--- src/sv/gcd_pkg.sv ---
// ----------------------------------------------------------------------------
// gcd_pkg
// Shared constants and elaboration-time helpers for the great circle distance
// pipeline: fixed-point formats, degree to radian scaling, cordic angle table.
// ----------------------------------------------------------------------------
package gcd_pkg;

    localparam int CORDIC_STAGES_DEF = 32;

    // Q61 fixed point
    localparam logic [63:0] PI_Q61 = 64'h6487_ED51_10B4_611A;
    localparam logic signed [63:0] HALF_PI_Q61 = $signed(PI_Q61 >> 1);
    localparam logic signed [63:0] K_Q61 = 64'sd1400229935014726477;
    localparam logic signed [63:0] EPS_Q61 = 64'sd2305843009214;

    // degree count (1e-7 deg) to Q61 radians: round(u * PI_Q61 / TORAD_DIV)
    localparam logic [63:0] TORAD_DIV = 64'd1800000000;
    localparam logic [63:0] TORAD_HALF = 64'd900000000;
    localparam logic [63:0] PI_DIV = PI_Q61 / TORAD_DIV;
    localparam logic [63:0] PI_MOD = PI_Q61 % TORAD_DIV;
    // reciprocal estimate of PI_MOD / TORAD_DIV in Q32
    localparam logic [63:0] TORAD_RECIP = (PI_MOD << 32) / TORAD_DIV;

    localparam logic [32:0] RADIUS_RESET = 33'd6371000000;
    localparam logic [34:0] DIST_MAX = 35'h7_FFFF_FFFF;

    // floor(2^e / d) by shift and subtract, elaboration only
    function automatic logic [63:0] pow2_div(input int e, input logic [63:0] d);
        logic [63:0] num;
        logic [63:0] rem;
        logic [63:0] quo;
        num = 64'd1 << e;
        rem = '0;
        quo = '0;
        for (int b = 63; b >= 0; b--) begin
            rem = {rem[62:0], num[b]};
            if (rem >= d) begin
                rem = rem - d;
                quo[b] = 1'b1;
            end
        end
        return quo;
    endfunction

    // atan(2^-i) in Q61 from the alternating series
    function automatic logic signed [63:0] atan_entry(input int i);
        logic signed [63:0] acc;
        int e;
        acc = '0;
        if (i == 0) begin
            acc = $signed(PI_Q61 >> 2);
        end else begin
            for (int k = 0; k < 64; k++) begin
                e = 61 - i * (2 * k + 1);
                if (e >= 0) begin
                    if (k % 2 == 1) begin
                        acc = acc - $signed(pow2_div(e, 64'(2 * k + 1)));
                    end else begin
                        acc = acc + $signed(pow2_div(e, 64'(2 * k + 1)));
                    end
                end
            end
        end
        return acc;
    endfunction

endpackage

--- src/sv/gcd_torad.sv ---
// ----------------------------------------------------------------------------
// gcd_torad
// Three-stage conversion of a degree count to Q61 radians with rounding,
// using a reciprocal estimate and a remainder correction.
// ----------------------------------------------------------------------------
module gcd_torad
    import gcd_pkg::*;
(
    input  logic               i_clk,
    input  logic [29:0]        i_u,
    output logic signed [63:0] o_z
);

    logic [61:0] r_a;
    logic [60:0] r_b;
    logic [61:0] r_e;
    logic [61:0] r2_a;
    logic [61:0] r2_b;
    logic [29:0] r2_q;
    logic [60:0] r2_m;
    logic [63:0] r_z;
    logic [61:0] n_rem;
    logic [29:0] n_q;

    always_ff @(posedge i_clk) begin
        r_a <= {32'd0, i_u} * {30'd0, PI_DIV[31:0]};
        r_b <= {31'd0, i_u} * {30'd0, PI_MOD[30:0]};
        r_e <= {32'd0, i_u} * {30'd0, TORAD_RECIP[31:0]};
    end

    always_ff @(posedge i_clk) begin
        r2_a <= r_a;
        r2_b <= 62'(r_b) + 62'(TORAD_HALF);
        r2_q <= r_e[61:32];
        r2_m <= {31'd0, r_e[61:32]} * {30'd0, TORAD_DIV[30:0]};
    end

    // estimate is low by at most two
    always_comb begin
        n_rem = r2_b - 62'(r2_m);
        if (n_rem >= 62'(TORAD_DIV << 1)) begin
            n_q = r2_q + 30'd2;
        end else if (n_rem >= 62'(TORAD_DIV)) begin
            n_q = r2_q + 30'd1;
        end else begin
            n_q = r2_q;
        end
    end

    always_ff @(posedge i_clk) begin
        r_z <= 64'(r2_a) + 64'(n_q);
    end

    assign o_z = $signed(r_z);

endmodule

--- config.mk ---
export PLATFORM = sky130hd
export DESIGN_NAME = gcd_torad
export DESIGN_NICKNAME = d
export VERILOG_FILES = /design/src/sv/gcd_pkg.sv /design/src/sv/gcd_torad.sv
export SDC_FILE = /design/constraint.sdc
export NUM_CORES = 2
export LEC_CHECK = 0
export BUFFER_PORTS_ARGS = -buffer_cell sky130_fd_sc_hd__buf_2
export CORE_ASPECT_RATIO = 0.7
export CORE_MARGIN = 1
export CORE_UTILIZATION = 60
export CTS_BUF_LIST = sky130_fd_sc_hd__clkbuf_8
export DETAILED_ROUTE_END_ITERATION = 12
export PLACE_DENSITY = 0.76
export SLEW_MARGIN = 20
export SYNTH_ARGS = -nofsm -noshare
export SYNTH_HDL_FRONTEND = slang
export SYNTH_SLANG_ARGS = --single-unit
--- constraint.sdc ---
create_clock -name i_clk -period 8.26 [get_ports i_clk]
set_input_delay 0.413 -clock i_clk [delete_from_list [all_inputs] [get_ports i_clk]]
set_output_delay 0.413 -clock i_clk [all_outputs]
set_load 0.05 [all_outputs]
==> out/results.env <==
RUN_STATUS='completed'
NETLIST-CELL-TYPE-COUNT=95
DOMINANTREGCELLSYNTH='dfxtp_1'
DRT_FIRST_ITER_VIOLATIONS=5556
YS_SEQ_AREA_SHARE_PCT=11.5
R2R_START='r2_b[9]'
CP_SLOWEST_CELL='fa_1'
FINCLKSKEW_NS=0.0634
TIMING.MAX_CAP.VIOLATIONS=0
DR_TOTAL_VIAS=51900
HOLD_PATH_STARTPOINT='i_u[0]'
SYNTH-COMPOUND-AREA-SHARE_PCT=8.03
YOSYS.AREA.TOP_TYPE='fa_1'
FINALWIRELENGTH_UM=233000
POST-SYNTH-TOP-COUNT-CELL='inv_1'
POST_SYNTH_MAIN_AREA_CONTRIBUTORS='fa_1 (35%), ha_1 (24%), dfxtp_1 (11%)'
TIMING.CRITICAL_PATH.ARRIVAL_NS=8.73
CLOCK_TREE_FROM_TRITONCTS='built'
TRITONCTS_NUM_SINKS=395
SETUP.WORST_PATH.START_CLASS='flip-flop'
POST_DP_CELL_AREA_UM2=75300
POSTLAYOUTSETUPSLACKWORST_NS=0.177
CP_COMMON_CELL='buf_4'
GRT_PASS1_WL_UM=344000
FMAXACHIEVABLE_MHz=124
DR_VIAS_CELL=5.72
GRT_UTIL_ALL_LAYERS_PCT=40.9
SETUP_VIOL_COUNT_FINAL=0
SYNTHESIS.YOSYS.WARNINGS=0
GRT_MAX_DEGREE=19
MAX_SLEW.WORST_PIN.SLEW_NS=1.08
R2R_CELLS=39
SYNTHCELLS=6860
FINAL_CELL_AREA_UM2=76600
FINISH.NET_COUNT=10100
YS_ASYNC_SR_FRACTION_PCT=0
TIMING.HOLD.WORST_ENDPOINT='r_e[1]'
PLACE.DETAILED.HPWL_UM=210000
DRT-WIRELENGTH-PER-CELL_UM=25.7
RRSETUPSLACK_NS=0.18
CTS.HTREE.LEVELS=2
TRITONCTS.NUM_BUFFERS=61
OVERFLOW=0
DRC_ERRORS=0
NUMBER_OF_CELLS_TRAVERSED_BY_THE_WORST_HOLD_PATH=2
SYNTH_SIMPLE_GATE_AREA_SHARE_PCT=6.48
CTS_MAX_PATH_BUFFERS=3
GRT_SETUP_UNREPAIRED='false'
PATH_CLK_SLEW_NS=0.07
WORST-PATH-BUF-INV=12
SYNTH.AREA.MUX_SHARE_PCT=0.339
WORST_EP_REQUIRED_TIME_NS=8.91
CLK_LATENCY_NS=0.79
MIN_PERIOD_OVER_PERIOD_PCT=97.9
FINAL_ANTENNA_VIOLATING_NET_COUNT=0
CTS_HOLD_BUFFERS=0
NUMBER_OF_FLOPS_MAPPED_TO_ENABLE_CELLS_BY_YOSYS=0
GPL.FINAL_WEIGHTED_CONGESTION=1.07
DIE_WIDTH_UM=407
FIRST_GLOBAL_VIAS=53000
DRIVE_GT1_SHARE_PCT=10.1
TIMING.CRITICAL_PATH.FANOUT_MAX=14
PRE_CTS_WS_NS=-0.0640
SYNTH.CELL_AREA_UM2=69000
SYNTH_TOP_AREA_SHARE_PCT=35.3
SYNTHTOPCELLSBYCOUNT='inv_1 (1832), ha_1 (1321), fa_1 (1216)'
FINAL_MAX_SLEW_VIOL_COUNT=0
GRT_ANTENNA_BEFORE_REPAIR=7
SYNTH-SEQ-CELLS=395
DR.PASS1.ITERS=5
FINALNONFILLERCELLS=9065
MAPPEDNETLISTNETS=9428
FINAL_PERIOD_MINUS_WORST_SETUP_SLACK_NS=8.08
FLOORPLAN.DIE.HEIGHT_UM=286
ROW_COUNT=103
SLEW_HEADROOM_PCT=27.8
PATH_DELAY_FAMILY='compound AO/OA/AOI/OAI gates'
SYN-MEAN-INSTANCE-AREA_UM2=10.1
BUFFER_PORTS.INSERTED=93
INITIAL_CORE_UTIL_PCT=60.8
NUM_IO_PINS=95
FLOORPLAN.CORE_AREA_UM2=113000
AREA_DELTA_SYNTH_FINAL_PCT=11.0
YOSYS.AREA_SHARE.ADDER_PCT=59.2
REGTOREGENDPOINT='o_z[54]'
XOR_XNOR_PORTION_OF_THE_SYNTHESIZED_CELL_AREA_PCT=4.18
DIE_AREA_UM2=116000
CRIT_PATH_END_KIND='flip-flop'
CTS_ROOT_BUF='clkbuf_8'
CP_PEAK_STAGE_DELAY_NS=0.38
TIMING.FINAL.HOLD_VIOLATIONS=0
TIMING.SETUP.CRITICAL_PATH_CLASS='reg -> reg'
PLACEDCELLCOUNT=8946
HOLD_PATH.CLASS='in -> reg'
SYNTH_TOP_FAMILY_BY_AREA='adder cells'
HOLD_SLACK_NS=0.123
## repair_timing
action / CTS / global route
setup endpoints to repair: 16 / 33
pin swaps: 1 / 5
gates resized for setup: 1 / 18
setup buffers: 1 / 1
## per-layer routing
metal	vias to the layer above	GRT usage, %	part of all wire (%)
li1	23100	-	-
met4	10	10.5	3.0
met1	25800	61.3	45
met3	323	18.2	15
met5	-	0	0.099
met2	2630	52.9	37
## metrics by stage
step	TNS [ns]	util, %
after floorplan	0	-
after global placement	-0.497	66.4
after detailed placement	-0.536	66.4
after CTS	0	67.5
after global routing	0	67.5
final	0	67.6
## final cells by class
| class | instances | area (um^2) |
|---|---|---|
| timing repair buffer | 614 | 4580 |
| clock buffer | 71 | 977 |
| fill | 9012 | 36800 |
| inverter | 1832 | 6880 |
| tap | 1522 | 1900 |
| multi-input combinational | 4585 | 54100 |
| sequential | 395 | 7910 |
| antenna | 10 | 25.0 |
| clock inverter | 36 | 253 |
## flip-flops by register name (all words and copies together), names as in the netlist
name and cells:
o_z 63, r2_a 61, r_a 59, r2_b 52
r_b 52, r2_m 48, r_e 31, r2_q 29
## worst max path at each step
stage | start | endpoint | slack [ns] | depth (start not counted)
finish | r2_b[9] | o_z[54] | 0.18 | 39
global route | r2_b[9] | o_z[48] | 0.01 | 40
CTS | r2_b[9] | o_z[51] | 0.07 | 37
detailed placement | r2_b[9] | o_z[59] | -0.06 | 36
global placement | r2_b[9] | o_z[59] | -0.05 | 36
floorplan | i_u[6] | r_a[61] | 0.61 | 24
## cell families (layout without fill, tap and decap cells)
family                   after synthesis  count (layout)
adder cells (fa/ha/maj)             2537            2537
buffers and inverters               1880            2553
AND/OR/NAND/NOR                      869             869
XOR/XNOR                             329             329
multiplexers                          23              23
other                                  1              11
flip-flops                           395             395
AO/OA/AOI/OAI                        826             826
## cell usage in the layout (no fill, tap or decap), drive strengths merged, types with 16 or more instances in the layout
master	Yosys	final
and2	31	31
o21ai	119	119
o21a	50	50
buf	13	614
nand4	57	57
clkbuf	35	71
nor3	71	71
o31ai	21	21
a21o	147	147
nor2b	45	45
nand2b	36	36
inv	1832	1852
xnor2	225	225
nand3	79	79
a211o	22	22
a211oi	30	30
nand2	181	181
o21bai	23	23
ha	1321	1321
dfxtp	395	395
nor2	196	196
a21oi	252	252
o211ai	25	25
and4	21	21
or3	16	16
mux2i	20	20
xor2	104	104
and3	73	73
a31oi	21	21
fa	1216	1216
Power is not shown: default switching activity piles up to over one toggle a cycle in this logic, so the estimate is an artifact.
